## config.mk

```make
export PLATFORM = sky130hd
export DESIGN_NAME = oig_ram
export DESIGN_NICKNAME = d
export VERILOG_FILES = /design/src/hdl/oig_ram.sv
export SDC_FILE = /design/constraint.sdc
export NUM_CORES = 2
export LEC_CHECK = 0
export BUFFER_PORTS_ARGS = -buffer_cell sky130_fd_sc_hd__buf_2
export CAP_MARGIN = 5
export CORE_MARGIN = 10
export CORE_UTILIZATION = 40
export DETAILED_ROUTE_END_ITERATION = 16
export MAX_ROUTING_LAYER = met4
export PLACE_DENSITY = 0.58
export SKIP_CTS_REPAIR_TIMING = 1
export SLEW_MARGIN = 20
export SYNTH_ARGS = -nofsm -noshare
export SYNTH_HDL_FRONTEND = slang
export SYNTH_SLANG_ARGS = --single-unit
```

## constraint.sdc

```tcl
create_clock -name clk -period 2.5 [get_ports clk]
set_clock_uncertainty 0.1 [all_clocks]
set_input_delay 0.125 -clock clk [delete_from_list [all_inputs] [get_ports clk]]
set_output_delay 0.125 -clock clk [all_outputs]
set_load 0.02 [all_outputs]
```

## src/hdl/oig_ram.sv

```systemverilog
module oig_ram #(
    parameter int WIDTH = 8,
    parameter int DEPTH = 256
) (
    input  logic                     clk,
    input  logic                     we,
    input  logic [$clog2(DEPTH)-1:0] waddr,
    input  logic [WIDTH-1:0]         wdata,
    input  logic [$clog2(DEPTH)-1:0] raddr,
    output logic [WIDTH-1:0]         rdata
);

    logic [WIDTH-1:0] mem [DEPTH];

    // one write port, one registered read port
    always_ff @(posedge clk)
    begin
        if (we)
        begin
            mem[waddr] <= wdata;
        end
        rdata <= mem[raddr];
    end

endmodule

```

**Yosys cells after proc, flatten, opt, wreduce, memory -nomap -nowiden**

Memories as Yosys holds them, arrays and structs flattened. A register that Yosys moved wholly into a read port is not among the register bits.
Cells that the tools add are included.

- Bits in registers: 0
- Latch bits: 0
- RAM bits: 2,048
- Bits in read-only memories: 0
- Bits of input ports: 26
- Output and inout port bits: 8
- Logic and storage cells: 3
- Memories kept: 1

Memory list:

| name | depth | bits a word | rd ports | clocked after Yosys merged registers in | write ports | line | RTL |
|---|---|---|---|---|---|---|---|
| mem | 256 | 8 | 1 | 1 | 1 | 13 | `logic [WIDTH-1:0] mem [DEPTH];` |

- $add $sub $neg: 0
- Multipliers: 0
- Div/mod/pow operators: 0
- $lt $le $gt $ge: 0
- Eq/ne operators: 0
- Shift operators: 0
- Multiplexer cells: 2
- Bitwise operators: 0
- Reduce and logical (&&, ||, !) cells: 0

Operators with widths:

| operator | number |
|---|---|
| 1-bit 2-to-1 mux | 2 |

**Depth between registers and ports, before layout**

- Word-level depth: 2
- Depth in mapped cells: 11
- Gate-level depth less buffers: 6

**Least setup slack after synthesis**

Ideal clock, no wire load.

- Path kind: input to register
- Start: input port raddr[0]
- End: register rdata[2] (read register of mem)
- Library setup time: 0.131 ns
- Arrival time: 1.932 ns
- Data required time: 2.269 ns
- Slack: 0.337 ns
- Stages: 9
- Buffers on the path: 4
- Cell sequence: buf_6 buf_12 buf_8 buf_2 mux4_2 a22oi_1 a21oi_1 nor4_1 nor4_2

RTL lines:

| element | line | RTL |
|---|---|---|
| from (decl) | 9 | `input logic [$clog2(DEPTH)-1:0] raddr,` |
| to (decl) | 10 | `output logic [WIDTH-1:0] rdata` |

==> results_dict.tcl <==
set metrics [dict create \
    run_status "finished clean" \
    grt_pass1_wl_mm 297 \
    finalPower_w 0.0729 \
    netlist_instances 3733 \
    fillers 16100 \
    vdd_drop_max_mv 0.800 \
    async_flop_share 0 \
    syn_area_um2 79600 \
    multi_input_area_um2 16600 \
    final.period_utilization 0.980 \
    synth-seq-cells 2056 \
    globalplace.congestion 0.833 \
    cp_common_cell "mux4_2" \
    clockBufferDepth 3 \
    synth_warnings 0 \
    cts_tree "yes" \
    cts_sinks 2056 \
    hold_path.class "input port to flip-flop" \
    seq_area_frac_synth 0.775 \
    drc 0 \
    endpoint_kind "flip-flop" \
    clock-root-buffer "clkbuf_16" \
    synth_adder_area_share 0 \
    r2r_cells 6 \
    synth_compound_area_frac 0.0342 \
    rows 163 \
    drt-wirelength-per-cell_um 28.1 \
    holdWs_ns 0.0464 \
    worst_skew_pair.late_latency_ns 0.83 \
    vias_per_cell 5.59 \
    syn_avg_cell_area_um2 21.3 \
    synth_cell_types 55 \
    slew_headroom 0.362 \
    synthXorXnorAreaFrac 0 \
    setup_tns_ns 0 \
    hold_path_depth 4 \
    numCtsBuffers 205 \
    cp-start-kind "flip-flop" \
    io_buffers 33 \
    dp_slack_ns -0.891 \
    cts.clk_slew.worst_paths_ns 0.06 \
    path_buf_inv 1 \
    grt_max_degree 105 \
    synth_top_family_by_area "multiplexers" \
    synth_nets 3759 \
    layout_setup_ws_ns 0.0493 \
    crit_path_cell_trace "mux4_2 -> mux4_2 -> nor2b_1 -> nor4_2 -> buf_4 -> nor4_1" \
    ff_latch_area_um2 61700 \
    drt_iter0_drc 4871 \
    maxSlewViolCount 0 \
    wirelength_mm 206 \
    r2r_start "mem[67][1]$_DFFE_PP_" \
    synthFlopType "edfxtp_1" \
    yosys.area_share.simple 0.0263 \
    r2r_end "rdata[1]$_DFF_P_" \
    path_class "flip-flop to flip-flop" \
    gr-usage-all-layers 0.192 \
    arrival_ns 3.03 \
    final-setup-viol-count 0 \
    postRouteAntennaNets 0 \
    worst-slew-pin-transition_ns 0.953 \
    required_ns 3.08 \
    p_leak_nw 30.8 \
    grt-ovfl-total 0 \
    num_io_pins 34 \
    min_period_ns 2.45 \
    synthMuxAreaShare 0.146 \
    start_util 0.403 \
    nNetsFinal 4514 \
    crit_path_max_incr_delay_ns 0.51 \
    cp_top_family "multiplexers" \
    maxCapViolCount 0 \
    grt_pass1_vias 41000 \
    hpwl_mm 136 \
    die_x_um 466 \
    core_area_um2 198000 \
    fin_util 0.482 \
    finalHoldViolations 0 \
    worst-r2r-setup-slack_ns 0.05 \
    firstDrtPassIters 6 \
    holdPathEnd "mem[205][2]$_DFFE_PP_" \
    max_freq_mhz 408 \
    die_area_um2 217000 \
    drive_above_1_share 0.332 \
    min_from "waddr[3]" \
    worstPathMaxFanout 1 \
    syn2layout_area_growth_pct 19.7 \
    htree_num_levels 4 \
    antenna_found_initial 10 \
    die_h_um 466 \
    power_density_nw_per_um2 765 \
    crit_slowest_cell "mux4_2" \
    vias 40800 \
    synth_edf_count 2048 \
]
## per-stage QoR
| step | std cells | cell area [um^2] |
|---|---|---|
| after floorplan | 3733 | 79600 |
| after global placement | 6904 | 88200 |
| after detailed placement | 6904 | 88200 |
| after CTS | 7283 | 94900 |
| after global routing | 7302 | 95200 |
| final | 7303 | 95300 |
## layer usage
metal  up-vias  track usage  share of wire
met5         -            -              0
met4         0       0.0428          0.022
li1      17200            -              -
met2      1560        0.303           0.49
met1     21700        0.266           0.42
met3       296       0.0300          0.069
## worst max path at each step
| stage | cells after the start | slack (ns) | end | from |
|---|---|---|---|---|
| after floorplan | 9 | 0.34 | rdata[2]$_DFF_P_ | raddr[0] |
| after global placement | 12 | -0.92 | rdata[2]$_DFF_P_ | raddr[0] |
| after detailed placement | 12 | -0.89 | rdata[2]$_DFF_P_ | raddr[0] |
| after CTS | 8 | -0.44 | rdata[5]$_DFF_P_ | mem[27][5]$_DFFE_PP_ |
| after global routing | 8 | -0.01 | rdata[5]$_DFF_P_ | mem[27][5]$_DFFE_PP_ |
| final | 6 | 0.05 | rdata[1]$_DFF_P_ | mem[67][1]$_DFFE_PP_ |
## logic make-up (layout without fill, tap and decap cells)
group,count (synthesis),count (layout)
compound gates,385,385
buf+inv,235,1162
other cells,0,3
flops,2056,2056
simple gates,466,466
mux,591,591
## area by class of cell
class,instances,share of cell area
timing repair buffer,781,0.0727
tap,2640,0.0347
multi-input combinational,1442,0.175
sequential,2056,0.647
clock inverter,127,0.0141
inverter,2,0.0000788
clock buffer,252,0.0562
antenna,3,0.0000788
## layout by cell type (no fill, tap or decap), types with 15 or more instances in the layout
master / n
a211oi_1: 15
a21oi_1: 96
a22oi_1: 133
buf_12: 80
buf_2: 21
buf_4: 653
bufinv_16: 25
clkbuf_1: 45
clkbuf_16: 207
clkinv_1: 48
clkinv_2: 36
dlygate4sd3_1: 17
edfxtp_1: 2048
mux2i_1: 134
mux4_2: 454
nand2_1: 33
nand3_1: 31
nor2_1: 279
nor2b_1: 28
nor3_1: 18
nor4_1: 17
o221ai_1: 45
o22ai_1: 28
## cell usage after synthesis, types with 5 or more instances
| master | count | share of area |
|---|---|---|
| buf_12 | 8 | 0.0020 |
| clkbuf_1 | 111 | 0.0052 |
| nor3_1 | 22 | 0.0014 |
| o22a_1 | 5 | 0.00055 |
| buf_1 | 22 | 0.0010 |
| a211oi_1 | 16 | 0.0015 |
| o221ai_1 | 46 | 0.0051 |
| nand4_1 | 10 | 0.00079 |
| buf_6 | 21 | 0.0030 |
| buf_4 | 27 | 0.0025 |
| a21oi_1 | 96 | 0.0060 |
| nor2_1 | 282 | 0.013 |
| mux4_2 | 454 | 0.13 |
| nand2_1 | 33 | 0.0016 |
| and2_1 | 6 | 0.00047 |
| buf_2 | 31 | 0.0020 |
| nor2b_1 | 31 | 0.0024 |
| a22oi_1 | 133 | 0.013 |
| nor4_1 | 24 | 0.0019 |
| a22o_1 | 8 | 0.00088 |
| o22ai_1 | 28 | 0.0022 |
| mux2i_1 | 134 | 0.017 |
| buf_8 | 13 | 0.0025 |
| edfxtp_1 | 2048 | 0.77 |
| a221oi_1 | 13 | 0.0014 |
| dfxtp_1 | 8 | 0.0020 |
| nand3_1 | 34 | 0.0021 |
| nand2b_1 | 8 | 0.00063 |
| o211ai_1 | 10 | 0.00094 |
| o21ai_0 | 10 | 0.00063 |
## worst register-to-register path, cell delays in order (launching register included)
cell      delay (ns)
edfxtp_1        0.36
mux4_2          0.51
mux4_2          0.47
nor2b_1         0.16
nor4_2          0.48
buf_4           0.19
nor4_1          0.04
## power by group
group	internal, W	switching, W	total [W]
logic	0.00169	0.00243	0.00413
registers	0.0380	0.0000850	0.0381
clock network	0.0178	0.0129	0.0307
## flip-flops by register name, indices dropped and copies added (netlist names)
name,cells
rdata,8
mem,2048
(Power assumes the default switching activity.)
