**config.mk**
```make
export PLATFORM = sky130hd
export DESIGN_NAME = oig_alu
export DESIGN_NICKNAME = d
export VERILOG_FILES = /design/src/hdl/oig_pkg.sv /design/src/hdl/oig_alu.sv
export SDC_FILE = /design/constraint.sdc
export NUM_CORES = 1
export LEC_CHECK = 0
export BUFFER_PORTS_ARGS = -buffer_cell sky130_fd_sc_hd__buf_2
export CAP_MARGIN = 0
export CORE_MARGIN = 2
export CORE_UTILIZATION = 30
export DETAILED_ROUTE_END_ITERATION = 10
export PLACE_DENSITY = 0.61
export SLEW_MARGIN = 20
export SYNTH_ARGS = -nofsm -noshare
export SYNTH_HDL_FRONTEND = slang
export SYNTH_SLANG_ARGS = --single-unit
```
**constraint.sdc**
```tcl
create_clock -name vclk -period 3.6
set_input_delay 0.36 -clock vclk [all_inputs]
set_output_delay 0.36 -clock vclk [all_outputs]
set_load 0.005 [all_outputs]
```
**src/hdl/oig_pkg.sv**
```systemverilog
package oig_pkg;

    // field widths of the request, result and configuration port
    localparam int COORD_W    = 8;
    localparam int VALUE_W    = 8;
    localparam int HALF_W     = 8;
    localparam int GRID_W     = 9;
    localparam int CFG_IDX_W  = 3;
    localparam int CFG_DATA_W = GRID_W;
    localparam int STEP_W     = 3;

    typedef logic [CFG_IDX_W-1:0] cfg_index_t;

    // configuration register indexes
    localparam cfg_index_t REG_INFLATION = cfg_index_t'(0);
    localparam cfg_index_t REG_GRID      = cfg_index_t'(1);
    localparam cfg_index_t REG_START_ROW = cfg_index_t'(2);
    localparam cfg_index_t REG_START_COL = cfg_index_t'(3);

    // configuration reset values
    localparam logic [HALF_W-1:0]  INFLATION_RESET = 8'd2;
    localparam logic [GRID_W-1:0]  GRID_RESET      = 9'd256;
    localparam logic [COORD_W-1:0] START_RESET     = 8'd0;

    // request kinds
    localparam logic KIND_WRITE = 1'b0;
    localparam logic KIND_READ  = 1'b1;

    // cell values
    localparam logic [VALUE_W-1:0] OBSTACLE_VALUE = 8'd100;
    localparam logic [VALUE_W-1:0] INFLATED_VALUE = 8'd30;

    // last step of the bit-serial start reduction
    localparam logic [STEP_W-1:0] STEP_LAST = STEP_W'(COORD_W - 1);

    typedef enum logic {
        ALU_ADD,
        ALU_SUB
    } alu_op_t;

    typedef enum logic [4:0] {
        ST_IDLE,
        ST_WRITE,
        ST_OWN_RD,
        ST_OWN_CHK,
        ST_DIV_R,
        ST_DIV_C,
        ST_UR,
        ST_UR_FIX,
        ST_UC,
        ST_UC_FIX,
        ST_R0,
        ST_R1_SPAN,
        ST_R1_CMP,
        ST_R1_ADD,
        ST_C0,
        ST_C1_SPAN,
        ST_C1_CMP,
        ST_C1_ADD,
        ST_SA_ADD,
        ST_SA_WRAP,
        ST_SB_ADD,
        ST_SB_WRAP,
        ST_SCAN,
        ST_DRAIN,
        ST_DONE
    } oig_state_t;

endpackage

```
**src/hdl/oig_alu.sv**
```systemverilog
module oig_alu import oig_pkg::*; #(
    parameter int VW = 10
) (
    input  alu_op_t       op,
    input  logic [VW-1:0] a,
    input  logic [VW-1:0] b,
    output logic [VW-1:0] sum,
    output logic          neg
);

    logic [VW:0] full;

    // shared add / subtract, borrow out flags a negative difference
    always_comb
    begin
        case (op)
            ALU_ADD: full = {1'b0, a} + {1'b0, b};
            ALU_SUB: full = {1'b0, a} - {1'b0, b};
            default: full = {1'b0, a};
        endcase
    end

    assign sum = full[VW-1:0];
    assign neg = (op == ALU_SUB) && full[VW];

endmodule

```
---- After elaboration in Yosys (flattened, before gate mapping) ----
Cells that the tools add are included.
storage, ports and cells
  memories kept ........................... 0
  bits of input ports ..................... 21
  bits in latches ......................... 0
  bits in registers ....................... 0
  memory bits (read-only) ................. 0
  bits in writable memories ............... 0
operators by class
  bitwise operators ....................... 1
  divide/modulo/power cells ............... 0
  eq/ne operators ......................... 0
  shift operators ......................... 0
  muxes and demuxes ....................... 1
  add/subtract/negate cells ............... 2
  magnitude comparators ................... 0
  multiply operators ...................... 0
  reductions and logical operators ........ 1
operators with widths
  kind                                            count
  11-bit one-hot mux with 2 select lines          1
  10-bit by 10-bit adder with 11-bit output       1
  10-bit by 10-bit subtractor with 11-bit output  1
  1-bit logical AND                               1
  1-bit NOT                                       1

---- Logic depth before layout (Yosys ltp) ----
  word-level depth ........................ 3
  gate-level depth with buffers ........... 10
  mapped depth without buffers ............ 10

---- Least setup slack after synthesis ----
No wires, ideal clock.
  path kind ............................... input port to output port
  from .................................... input op
  to ...................................... output sum[9]
  stages on the path ...................... 8
  required time ........................... 3.240 ns
  setup slack ............................. 1.199 ns
  arrival time ............................ 2.041 ns
  cells stage by stage .................... clkbuf_1 -> mux2i_1 -> ha_1 -> nor2b_1 -> o31a_1 -> o31ai_1 -> a21oi_1 -> xor2_1
between the ends
  longest elaborated chain between the ends .. 2
RTL lines
  item                                      line           text
  from (decl)                               oig_alu.sv:4   input alu_op_t op,
  1-bit NOT                                 oig_alu.sv:16  case (op)
  11-bit one-hot mux with 2 select lines *  oig_alu.sv:16
  to (decl)                                 oig_alu.sv:7   output logic [VW-1:0] sum,
Every way passes the cells marked *; elsewhere a longest branch is shown, timed or not.

---- Worst setup path after layout ----
  from .................................... input b[0]
  to ...................................... output sum[9]
between the ends
  longest elaborated chain between the ends .. 2
  elaborated cells on any way between the ends .. 3
RTL lines
  item                                                                                                                line                          text
  from (decl)                                                                                                         oig_alu.sv:6                  input logic [VW-1:0] b,
  10-bit by 10-bit subtractor with 11-bit output / 10-bit by 10-bit adder with 11-bit output (equally long branches)  oig_alu.sv:18, oig_alu.sv:17
  11-bit one-hot mux with 2 select lines *                                                                            oig_alu.sv:16
Marks and branches as above.

==> run_results.csv <==
group,metric,value,unit
status,status,"finished clean",
floorplan,die_area,2335,sq um
timing,layout_min_cycle_time,2.756,ns
synth,ys_top_cells_by_area,"sky130_fd_sc_hd__ha_1 23%, sky130_fd_sc_hd__xnor2_1 16%, sky130_fd_sc_hd__nor2_1 7.0%",
critical_path,crit_path_arrival_time,2.40,ns
layout,numSequentialCells,0,
routing,viasPerCell,4.569,
synth,yosys.area.top_type_share,23.35,%
layout,stdcell_area,779.5,sq um
timing,worst-slew-pin-transition,0.3022,ns
synth,synth_top_area_cell,"sky130_fd_sc_hd__ha_1",
global_route,grt.overflow.total,0,
timing,fmax,362.9,MHz
global_route,grt_pass1_wl,2152,um
power,leakage,0.0003844,uW
floorplan,dieWidth,48.32,um
timing,postLayoutSetupSlackWorst,0.8442,ns
critical_path,crit_path_end,"sum[9]",
floorplan,num_rows,16,
power,power.density_cell_area,229.6,nW/um^2
synth,synth.distinct_cells,30,
synth,synth.yosys.warnings,0,
floorplan,die_y,48.32,um
power,ir_drop,0.0001454,V
placement,gp_congestion,0.8769,
clock_tree,cts.repair.resized,0,
routing,drt_wl_total,1360,um
clock_tree,post_cts_hold_buffer_count,0,
placement,dpl_worst_slack,0.8409,ns
placement,port-buffer-count,32,
routing,wl_per_cell,9.927,um
placement,detailedPlacementHpwl,1256,um
routing,drt_pass1_iterations,4,
routing,routed-via-count,626,
global_route,gr-usage-met3,0.9259,%
routing,drtIter0Drc,7,
layout,diodes,0,
global_route,grt_use_met1,15.75,%
floorplan,start_util,30.99,%
timing,timing.final.max_slew_violations,0,
global_route,met2_usage,18.75,%
timing,part_of_the_cycle_the_worst_path_needs,76.55,%
critical_path,worst_setup_path_end_kind,"output port",
synth,mappedNetlistNets,112,
floorplan,core,1902,sq um
timing,final-hold-violation-count,0,
floorplan,ios,32,
critical_path,cp_max_fo,4,
timing,max_slew_margin,79.28,%
global_route,track_usage,10.88,%
layout,num-clock-buffers,0,
critical_path,criticalPathCategory,"in -> out",
synth,post_synth.cell_area_avg,7.460,sq um
timing,grt_setup_unrepaired,"false",
timing,setup_tns,0,ns
synth,synthesis.area,589.3,sq um
layout,layout-drive-gt1-share,34.55,%
job,maxCapViolCount,0,
power,total_power,179.0,uW
critical_path,critPathLaunch,"b[0]",
worst_hold_path,timing.hold.worst.class,"in -> out",
routing,post_route_antenna_net_violation_count,0,
critical_path,critPathRequiredTime,3.24,ns
layout,area.growth.synth_to_final,32.27,%
synth,synth_sequential_area_ratio,0,%
timing,timing.final.setup_violations,0,
global_route,largest_net_degree_at_the_start_of_global_routing,11,
placement,postPlaceCellArea,779.5,sq um
layout,area.sequential,0,sq um
critical_path,worst_setup_path_start_kind,"input pin",
clock_tree,cts_setup_buffers,0,
routing,route.detailed.drc,0,
global_route,top_usage_layer,"met2",
layout,final_nets,145,
global_route,antenna_violations_before_repair,0,
global_route,grt_pass1_vias,551,
synth,synthesis.instances,79,
cells in the mapped netlist:
cell                        n
sky130_fd_sc_hd__o31ai_1    1
sky130_fd_sc_hd__nor3_1     3
sky130_fd_sc_hd__nor2_1    11
sky130_fd_sc_hd__o21ai_2    1
sky130_fd_sc_hd__o21ai_0    2
sky130_fd_sc_hd__o21bai_1   2
sky130_fd_sc_hd__xnor2_1   11
sky130_fd_sc_hd__fa_1       1
sky130_fd_sc_hd__ha_1      11
sky130_fd_sc_hd__nand2_1    1
sky130_fd_sc_hd__nor2b_1    1
sky130_fd_sc_hd__a211oi_2   1
sky130_fd_sc_hd__nand4_1    1
sky130_fd_sc_hd__o31a_1     1
sky130_fd_sc_hd__and2b_2    1
sky130_fd_sc_hd__a41oi_1    1
sky130_fd_sc_hd__a31oi_1    3
sky130_fd_sc_hd__nand2b_1   1
sky130_fd_sc_hd__xor2_1     4
sky130_fd_sc_hd__a21o_2     1
sky130_fd_sc_hd__mux2i_1    1
sky130_fd_sc_hd__o21a_1     1
sky130_fd_sc_hd__clkbuf_1   1
sky130_fd_sc_hd__a21oi_1    5
sky130_fd_sc_hd__nor3b_1    1
sky130_fd_sc_hd__a21oi_2    1
sky130_fd_sc_hd__nand3b_1   1
sky130_fd_sc_hd__inv_1      7
sky130_fd_sc_hd__a211oi_1   1
sky130_fd_sc_hd__nor3_2     1
power by group:
group | switching, uW | internal (uW) | leakage (uW)
Sequential | 0 | 0 | 0
Clock | 0 | 0 | 0
Combinational | 88.4 | 90.6 | 0.000384
Total | 88.4 | 90.6 | 0.000384
cell usage in the layout (no fill, tap or decap), drive strengths merged, types with 2 or more instances in the layout:
master and instances:
a211oi 2, xnor2 11, nor2 11, nor3 4, inv 7, a21oi 6, xor2 4, a31oi 3
o21bai 2, o21ai 3, ha 11, buf 32
through the flow:
| stage | instances | hold WS, ns | utilization, % |
|---|---|---|---|
| after CTS | 137 | 1.091 | 40.99 |
| final | 137 | 1.088 | 40.99 |
| after detailed placement | 137 | 1.089 | 40.99 |
| after global placement | 137 | 1.083 | 40.99 |
| after floorplan | 79 | 0.8513 | - |
| after global routing | 137 | 1.124 | 40.99 |
how the worst min path moves through the flow:
stage / from / to / cells after the start
2_1_floorplan: b[0] / sum[0] / 2
3_3_place_gp: b[0] / sum[0] / 4
3_5_place_dp: b[0] / sum[0] / 4
4_1_cts: b[0] / sum[0] / 4
5_1_grt: b[0] / sum[0] / 4
6_report: b[0] / sum[0] / 4
worst max-delay path, cell delays in order:
cell                      delay (ns)
sky130_fd_sc_hd__buf_2          0.11
sky130_fd_sc_hd__inv_1          0.05
sky130_fd_sc_hd__ha_1           0.27
sky130_fd_sc_hd__mux2i_1        0.26
sky130_fd_sc_hd__ha_1           0.29
sky130_fd_sc_hd__nor2b_1        0.13
sky130_fd_sc_hd__o31a_1         0.28
sky130_fd_sc_hd__o31ai_1        0.25
sky130_fd_sc_hd__a21oi_1        0.12
sky130_fd_sc_hd__xor2_1         0.14
sky130_fd_sc_hd__buf_2          0.13
logic make-up after synthesis:
| family | count (synthesis) | share of synthesized area, % |
|---|---|---|
| multiplexers | 1 | 1.699 |
| AND/OR/NAND/NOR | 22 | 19.11 |
| XOR/XNOR | 15 | 22.29 |
| buffers and inverters | 8 | 5.096 |
| AO/OA/AOI/OAI | 21 | 25.05 |
| adder cells (fa/ha/maj) | 12 | 26.75 |
per-layer routing:
layer	share of wire, %	wire length [um]	up-vias
met3	6.8	93	0
met5	0	0	-
met1	49	661	259
met4	0	0	0
li1	-	-	343
met2	44	605	24
cell type report:
class              instances  area, sq um
repair buffers            32        160.2
well taps                 27        33.78
multi-input cells         71        559.3
inverters                  7        26.28
fillers                  205         1122
(Power assumes the default switching activity.)
